--- src/hdl/mhic_pkg.sv ---
package mhic_pkg;

  localparam int AXES = 3;
  localparam int RAW_W = 20;
  localparam int OFS_W = 21;
  localparam int OUT_W = 22;
  localparam int LEN_W = 16;
  localparam int COUNT_W = 17;
  localparam int QUEUE_DEPTH = 2;
  localparam int QPTR_W = $clog2(QUEUE_DEPTH);
  localparam int QCNT_W = $clog2(QUEUE_DEPTH + 1);

  // count of all ones: calibration finished, no more samples taken
  localparam logic [COUNT_W-1:0] COUNT_STOPPED = '1;
  localparam logic [COUNT_W-1:0] COUNT_EMPTY = '0;
  localparam logic [COUNT_W-1:0] COUNT_SEEDED = COUNT_W'(1);
  localparam logic [LEN_W-1:0] LEN_RESET = LEN_W'(200);

  typedef logic signed [RAW_W-1:0] reading_t;
  typedef logic signed [OFS_W-1:0] offset_t;
  typedef logic signed [OUT_W-1:0] corrected_t;

  // one frame after decoding: unbiased readings plus the calibration flag
  typedef struct packed {
    logic               cal;
    reading_t [AXES-1:0] v;
  } item_t;

endpackage

--- src/hdl/mhic_front.sv ---
module mhic_front
  import mhic_pkg::*;
(
  input  logic        clk,
  input  logic        rst,
  input  logic        in_valid,
  output logic        in_ready,
  input  logic [71:0] in_data,
  input  logic        in_cal,
  output logic        q_valid,
  input  logic        q_ready,
  output item_t       q_item
);

  logic [RAW_W-1:0] raw [AXES];
  item_t            item_next;

  // per axis: high byte, mid byte, then the high nibble of the axis's own extra byte
  always_comb begin
    for (int a = 0; a < AXES; a++) begin
      raw[a] = {in_data[16*a +: 8], in_data[16*a + 8 +: 8], in_data[48 + 8*a + 4 +: 4]};
    end
    item_next.cal = in_cal;
    for (int a = 0; a < AXES; a++) begin
      // subtracting the 2^19 bias is an inversion of the top bit
      item_next.v[a] = reading_t'({~raw[a][RAW_W-1], raw[a][RAW_W-2:0]});
    end
  end

  assign in_ready = !q_valid || q_ready;

  always_ff @(posedge clk) begin
    if (rst) begin
      q_valid <= 1'b0;
    end else if (in_ready) begin
      q_valid <= in_valid;
    end
  end

  always_ff @(posedge clk) begin
    if (in_ready && in_valid) begin
      q_item <= item_next;
    end
  end

endmodule

--- src/hdl/mhic_queue.sv ---
module mhic_queue
  import mhic_pkg::*;
(
  input  logic  clk,
  input  logic  rst,
  input  logic  push_valid,
  output logic  push_ready,
  input  item_t push_item,
  output logic  pop_valid,
  input  logic  pop_ready,
  output item_t pop_item
);

  item_t             mem [QUEUE_DEPTH];
  logic [QPTR_W-1:0] wr_ptr;
  logic [QPTR_W-1:0] rd_ptr;
  logic [QCNT_W-1:0] fill;
  logic              push;
  logic              pop;

  assign push_ready = (fill != QCNT_W'(QUEUE_DEPTH));
  assign pop_valid  = (fill != '0);
  assign push       = push_valid && push_ready;
  assign pop        = pop_valid && pop_ready;
  assign pop_item   = mem[rd_ptr];

  always_ff @(posedge clk) begin
    if (rst) begin
      wr_ptr <= '0;
      rd_ptr <= '0;
      fill   <= '0;
    end else begin
      if (push) begin
        wr_ptr <= (wr_ptr == QPTR_W'(QUEUE_DEPTH - 1)) ? '0 : wr_ptr + 1'b1;
      end
      if (pop) begin
        rd_ptr <= (rd_ptr == QPTR_W'(QUEUE_DEPTH - 1)) ? '0 : rd_ptr + 1'b1;
      end
      if (push && !pop) begin
        fill <= fill + 1'b1;
      end else if (pop && !push) begin
        fill <= fill - 1'b1;
      end
    end
  end

  always_ff @(posedge clk) begin
    if (push) begin
      mem[wr_ptr] <= push_item;
    end
  end

endmodule

--- src/hdl/mhic_back.sv ---
module mhic_back
  import mhic_pkg::*;
(
  input  logic                   clk,
  input  logic                   rst,
  input  logic                   cfg_valid,
  input  logic [LEN_W-1:0]       cfg_data,
  input  logic                   q_valid,
  output logic                   q_ready,
  input  item_t                  q_item,
  output logic                   out_valid,
  input  logic                   out_ready,
  output corrected_t [AXES-1:0]  out_corr,
  output logic                   out_done
);

  logic [LEN_W-1:0]   cal_len;
  logic [COUNT_W-1:0] count;
  logic [COUNT_W-1:0] count_next;
  reading_t           min_r [AXES];
  reading_t           max_r [AXES];
  offset_t            offset [AXES];
  reading_t           min_next [AXES];
  reading_t           max_next [AXES];
  corrected_t [AXES-1:0] corr_next;
  logic               take;
  logic               cal_active;
  logic               seeding;
  logic               latch;

  assign q_ready    = !out_valid || out_ready;
  assign take       = q_valid && q_ready;
  assign cal_active = q_item.cal && (count != COUNT_STOPPED);
  assign seeding    = (count == COUNT_EMPTY);
  // count-1 samples taken beyond the seed, this one makes count
  assign latch      = cal_active && !seeding && (count >= {1'b0, cal_len});

  always_comb begin
    for (int a = 0; a < AXES; a++) begin
      // 2v - (min+max), using the offsets held before this item
      corr_next[a] = {q_item.v[a][RAW_W-1], q_item.v[a], 1'b0} - OUT_W'(offset[a]);
      if (seeding) begin
        min_next[a] = q_item.v[a];
        max_next[a] = q_item.v[a];
      end else begin
        min_next[a] = (q_item.v[a] < min_r[a]) ? q_item.v[a] : min_r[a];
        max_next[a] = (q_item.v[a] > max_r[a]) ? q_item.v[a] : max_r[a];
      end
    end
    if (seeding) begin
      count_next = COUNT_SEEDED;
    end else if (latch) begin
      count_next = COUNT_STOPPED;
    end else begin
      count_next = count + 1'b1;
    end
  end

  always_ff @(posedge clk) begin
    if (rst) begin
      cal_len   <= LEN_RESET;
      count     <= COUNT_EMPTY;
      out_valid <= 1'b0;
      out_done  <= 1'b0;
      for (int a = 0; a < AXES; a++) begin
        min_r[a]  <= '0;
        max_r[a]  <= '0;
        offset[a] <= '0;
      end
    end else begin
      if (cfg_valid) begin
        cal_len <= cfg_data;
      end
      if (q_ready) begin
        out_valid <= q_valid;
      end
      if (take) begin
        out_done <= latch;
        if (cal_active) begin
          count <= count_next;
          for (int a = 0; a < AXES; a++) begin
            min_r[a] <= min_next[a];
            max_r[a] <= max_next[a];
            if (latch) begin
              offset[a] <= OFS_W'(min_next[a]) + OFS_W'(max_next[a]);
            end
          end
        end
      end
    end
  end

  always_ff @(posedge clk) begin
    if (take) begin
      out_corr <= corr_next;
    end
  end

endmodule

--- src/hdl/magnetometer_hard_iron_correction_top.sv ---
// Hard-iron correction for a three-axis magnetometer. Each input beat is one
// nine-byte frame; each axis reading is high:mid:extra[7:4], bias removed, and
// the result beat carries 2*reading - (min+max) per axis in half-LSB units,
// exact and never saturating. A beat with tuser set is also a calibration
// sample: the first seeds the per-axis min/max, the next calibration_length
// samples widen them, and the last of those latches min+max as the new offset
// (that beat still uses the old offset and flags calibration_done). After
// that calibration samples are ignored until reset. A length of zero acts as
// one. It takes one beat per clock while the output accepts every beat; each
// beat passes the decode register, the two-entry queue and the output register.
// Input and output stall independently through the queue. cfg writes are
// taken every cycle and are only legal while the block is idle.
module magnetometer_hard_iron_correction_top
  import mhic_pkg::*;
(
  input  logic        clk,
  input  logic        rst,
  // calibration_length register
  input  logic        cfg_valid,
  output logic        cfg_ready,
  input  logic [15:0] cfg_data,
  // input frames
  input  logic        s_axis_tvalid,
  output logic        s_axis_tready,
  // [7:0] x_high_byte, [15:8] x_mid_byte, [23:16] y_high_byte,
  // [31:24] y_mid_byte, [39:32] z_high_byte, [47:40] z_mid_byte,
  // [55:48] x_extra_byte, [63:56] y_extra_byte, [71:64] z_extra_byte
  input  logic [71:0] s_axis_tdata,
  input  logic [0:0]  s_axis_tuser,   // [0] mode
  // corrected results
  output logic        m_axis_tvalid,
  input  logic        m_axis_tready,
  // [21:0] x_corrected, [43:22] y_corrected, [65:44] z_corrected, rest zero
  output logic [71:0] m_axis_tdata,
  output logic [0:0]  m_axis_tuser    // [0] calibration_done
);

  logic                  fq_valid;
  logic                  fq_ready;
  item_t                 fq_item;
  logic                  qb_valid;
  logic                  qb_ready;
  item_t                 qb_item;
  corrected_t [AXES-1:0] corr;
  logic                  done;

  assign cfg_ready = 1'b1;

  // front: unpack and unbias the frame
  mhic_front u_front (
    .clk      (clk),
    .rst      (rst),
    .in_valid (s_axis_tvalid),
    .in_ready (s_axis_tready),
    .in_data  (s_axis_tdata),
    .in_cal   (s_axis_tuser[0]),
    .q_valid  (fq_valid),
    .q_ready  (fq_ready),
    .q_item   (fq_item)
  );

  // short queue decoupling front from back
  mhic_queue u_queue (
    .clk        (clk),
    .rst        (rst),
    .push_valid (fq_valid),
    .push_ready (fq_ready),
    .push_item  (fq_item),
    .pop_valid  (qb_valid),
    .pop_ready  (qb_ready),
    .pop_item   (qb_item)
  );

  // back: min/max tracking, offset latch and correction
  mhic_back u_back (
    .clk       (clk),
    .rst       (rst),
    .cfg_valid (cfg_valid),
    .cfg_data  (cfg_data),
    .q_valid   (qb_valid),
    .q_ready   (qb_ready),
    .q_item    (qb_item),
    .out_valid (m_axis_tvalid),
    .out_ready (m_axis_tready),
    .out_corr  (corr),
    .out_done  (done)
  );

  assign m_axis_tdata = {6'b0, corr};
  assign m_axis_tuser = done;

endmodule

--- config.mk ---
export PLATFORM = sky130hd
export DESIGN_NAME = magnetometer_hard_iron_correction_top
export DESIGN_NICKNAME = d
export VERILOG_FILES = /design/src/hdl/mhic_pkg.sv /design/src/hdl/mhic_front.sv /design/src/hdl/mhic_queue.sv /design/src/hdl/mhic_back.sv /design/src/hdl/magnetometer_hard_iron_correction_top.sv
export SDC_FILE = /design/constraint.sdc
export NUM_CORES = 1
export LEC_CHECK = 0
export ABC_AREA = 1
export ABC_CLOCK_PERIOD_IN_PS = 15150
export BUFFER_PORTS_ARGS = -buffer_cell sky130_fd_sc_hd__buf_2
export CAP_MARGIN = 20
export CORE_UTILIZATION = 65
export DETAILED_ROUTE_END_ITERATION = 6
export MAX_ROUTING_LAYER = met4
export PLACE_DENSITY = 0.84
export SLEW_MARGIN = 20
export SYNTH_ARGS = -nofsm -noshare
export SYNTH_HDL_FRONTEND = slang
export SYNTH_HIERARCHICAL = 1
export SYNTH_SLANG_ARGS = --single-unit
--- constraint.sdc ---
create_clock -name clk -period 15.15 [get_ports clk]
set_clock_uncertainty 0.2 [all_clocks]
set_input_delay 1.515 -clock clk [delete_from_list [all_inputs] [get_ports clk]]
set_output_delay 1.515 -clock clk [all_outputs]
set_load 0.05 [all_outputs]
==> qor.log <==
INFO  worst_setup_path end_kind=flop
INFO  timing         period_share=0.460
INFO  clock_tree     post_cts_resized=0
INFO  cells_and_area antenna-diode-count=0
INFO  yosys          netlist_instances=3404
INFO  detailed_routing totalWireLength=71100um
INFO  worst_setup_path worstSetupPathType=flop to flop
INFO  cells_and_area finish.net_count=3906
INFO  global_route   grt_overflow=0
INFO  yosys          cell_taking_the_most_area_after_synthesis=edfxtp_1
INFO  place          finalWeightedCongestion=0.987
INFO  clock_tree     cts_sinks=473
INFO  detailed_routing via_count=23400
INFO  timing         worst_slew_pin_slew=1.02ns
INFO  global_route   wire_length_of_the_first_global_routing_pass=112000um
INFO  place          detailed_place_hpwl=50600um
INFO  global_route   first_global_vias=22500
INFO  worst_setup_path max_fo_critical_path=42
INFO  clock_tree     worstSkewPairLatency=0.61ns
INFO  yosys          ys_top_cells_by_count=737 x nand2_1, 624 x inv_1, 432 x edfxtp_1
INFO  timing         grt_setup_unrepaired=false
INFO  global_route   initial_antenna_violation_count=0
INFO  yosys          mappedNetlistArea=29900um^2
INFO  cells_and_area multi_input_area=13200um^2
INFO  detailed_routing route.detailed.drc=0
INFO  yosys          post-synth-top-count-cell=nand2_1
INFO  clock_tree     clockRootBuffer=clkbuf_16
INFO  yosys          synth.top_cell.area_share=0.434
INFO  detailed_routing drt-wirelength-per-cell=17.0um
INFO  yosys          synth-edff-count=432
INFO  clock_tree     h-tree-depth=2
INFO  clock_tree     postCtsSetupBuffers=0
INFO  floorplanning  rows=78
INFO  power_and_ir_drop vdd.ir_drop.worst=0.159mV
INFO  global_route   grt_start_max_net_pins=82
INFO  place          io_buffers=150
INFO  floorplanning  core=45400um^2
INFO  timing         hold_violations=0
INFO  timing         slew_headroom=0.317
INFO  worst_setup_path critical_path.startpoint_type=flop
INFO  yosys          synth.yosys.warnings=6
INFO  timing         finalCriticalPeriod=6.97ns
INFO  timing         setup_total_negative_slack=0ns
INFO  detailed_routing drt_first_iter_violations=2150
INFO  floorplanning  dieWidth=216um
INFO  power_and_ir_drop leakagePower=15.6nW
INFO  status         outcome=finished, final reports clean
INFO  floorplanning  initial_core_util=0.658
INFO  worst_setup_path worst_ep_arrival_time=7.21ns
INFO  clock_tree     path_clk_slew=0.06ns
INFO  clock_tree     ctsLongestPathBuffers=3
INFO  clock_tree     cts.hold.buffers_added=0
INFO  worst_setup_path required=15.39ns
INFO  floorplanning  die-area=46800um^2
INFO  floorplanning  io_pins=170
INFO  cells_and_area layout_fillers=3443
INFO  yosys          synth-main-ff-cell=edfxtp_1
INFO  timing         timing.hold.ws=0.239ns
INFO  global_route   grt_usage=0.311
INFO  cells_and_area drive_above_1_share=0.102
INFO  yosys          share_of_synthesized_flip_flops_with_an_asynchronous_set_or_reset=0
INFO  yosys          synth_seq_area_share=0.462
INFO  yosys          post_synthesis_average_cell_area=8.77um^2
INFO  cells_and_area flow.area_growth_from_synthesis=9.89%
INFO  timing         setup-violations-final=0
INFO  clock_tree     cts_made_buffers=51
INFO  yosys          synth_cell_type_count=50
INFO  job            timing.max_cap.violations=0
INFO  worst_hold_path worst_hold_path_type=flop to flop
INFO  clock_tree     cts_tree=yes
INFO  power_and_ir_drop pwrdens=236nW/um^2
INFO  detailed_routing avgViaCountPerCell=5.59
INFO  detailed_routing detailedRoute.firstPassIterationCount=6
INFO  cells_and_area area.sequential=13800um^2
INFO  cells_and_area final_area=32800um^2
INFO  timing         timing_max_transition_violations_final=0
INFO  floorplanning  vertical_die_dimension=216um
INFO  yosys          postSynthRegisterBits=473
INFO  yosys          netlist_top_cells_area=edfxtp_1 43%, ha_1 11%, nand2_1 9.3%
INFO  detailed_routing final_antenna_net_count=0
INFO  place          dpl_cell_area=31000um^2
INFO  timing         fmax=143MHz
-- final cells by class --
| cell class | count | area share |
|---|---|---|
| Timing Repair Buffer | 167 | 0.0268 |
| Sequential cell | 473 | 0.420 |
| Clock buffer | 53 | 0.0391 |
| Clock inverter | 41 | 0.0166 |
| Multi-Input combinational cell | 2225 | 0.402 |
| Inverter | 631 | 0.0723 |
| Tap cell | 600 | 0.0229 |
-- cell usage in the layout, fill, tap and decap left out, drive strengths merged, types with 12 or more instances in the layout --
master / instances
a21o: 19
a21oi: 223
buf: 167
clkbuf: 53
clkinv: 20
dfxtp: 41
edfxtp: 432
ha: 257
inv: 632
mux2: 61
nand2: 749
nand3: 181
nand4: 79
nor2: 328
nor3: 26
o21ai: 124
o21bai: 13
or2: 12
xnor2: 20
xor2: 72
-- where the power goes --
part / internal (mW) / switching, mW
Combinational: 1.43 / 3.10
Sequential: 1.79 / 0.0902
Clock: 0.810 / 0.539
Total: 4.03 / 3.73
-- final timing paths --
kind	end	startpoint	slack [ns]	cells past startpoint
worst min register to register	u_queue/mem[1][51]$_DFFE_PP_	u_front/q_item[51]$_DFFE_PP_	0.24	0
worst max-delay path	u_back/offset[0][54]$_SDFFCE_PN0P_	flop	8.18	23
worst max register to register	u_back/offset[0][54]$_SDFFCE_PN0P_	flop	8.18	23
worst min-delay path	u_queue/mem[1][51]$_DFFE_PP_	u_front/q_item[51]$_DFFE_PP_	0.24	0
-- layer usage --
layer	up-vias	wire length, um	GRT usage
met2	966	34100	0.511
met1	10800	29300	0.389
met5	-	0	-
li1	11500	-	-
met3	155	5440	0.0477
met4	0	2280	0.115
-- stage by stage --
stage | utilization | total power [mW] | setup slack, ns | cells
after global routing | 0.723 | 8.32 | 7.85 | 4190
after CTS | 0.723 | 7.71 | 8.31 | 4190
final | 0.723 | 7.76 | 8.18 | 4190
after detailed placement | 0.683 | 6.32 | 8.38 | 4096
after floorplan | - | 5.31 | 7.51 | 3409
after global placement | 0.683 | 6.22 | 8.45 | 4096
-- critical path, cell delays in order (launching register included) --
cell and delay [ns]:
dfxtp_4 0.62, buf_4 0.78, mux2_4 0.41, ha_1 0.33, nand2_1 0.07, nor2_1 0.15, nand4_1 0.22, nor2_1 0.15
nand2_1 0.08, nand3_1 0.10, nand2_1 0.05, nand2_1 0.64, nand2_1 0.50, buf_4 0.35, nand2_1 0.08, nand2_1 0.08
inv_1 0.07, ha_1 0.22, inv_1 0.09, fa_1 0.42, o21ai_0 0.44, a21oi_1 0.24, or2_2 0.33, a21oi_1 0.14
-- kinds of logic after synthesis --
family                     Yosys count  synth area share
AOI/OAI and AO/OA                  405            0.0729
xor gates and xnor gates            92            0.0270
adders and majority gates          263             0.112
buffers and inverters              711            0.0986
DFF                                473             0.462
muxes                               61            0.0305
other                                2          0.000251
and+or+nand+nor                   1397             0.197
-- registers in the layout (all words and copies together), names as in the netlist, named ones only --
register and cells:
u_back/count 17, u_back/max_r 60, u_queue/mem 122, u_back/min_r 60, u_front/q_valid 1, u_back/cal_len 16
u_queue/fill 2, u_back/out_corr 66, u_back/offset 63, u_queue/rd_ptr 1, u_queue/wr_ptr 1, u_back/out_valid 1
u_back/out_done 1, u_front/q_item 61
Power figures use the tool's default switching activity.
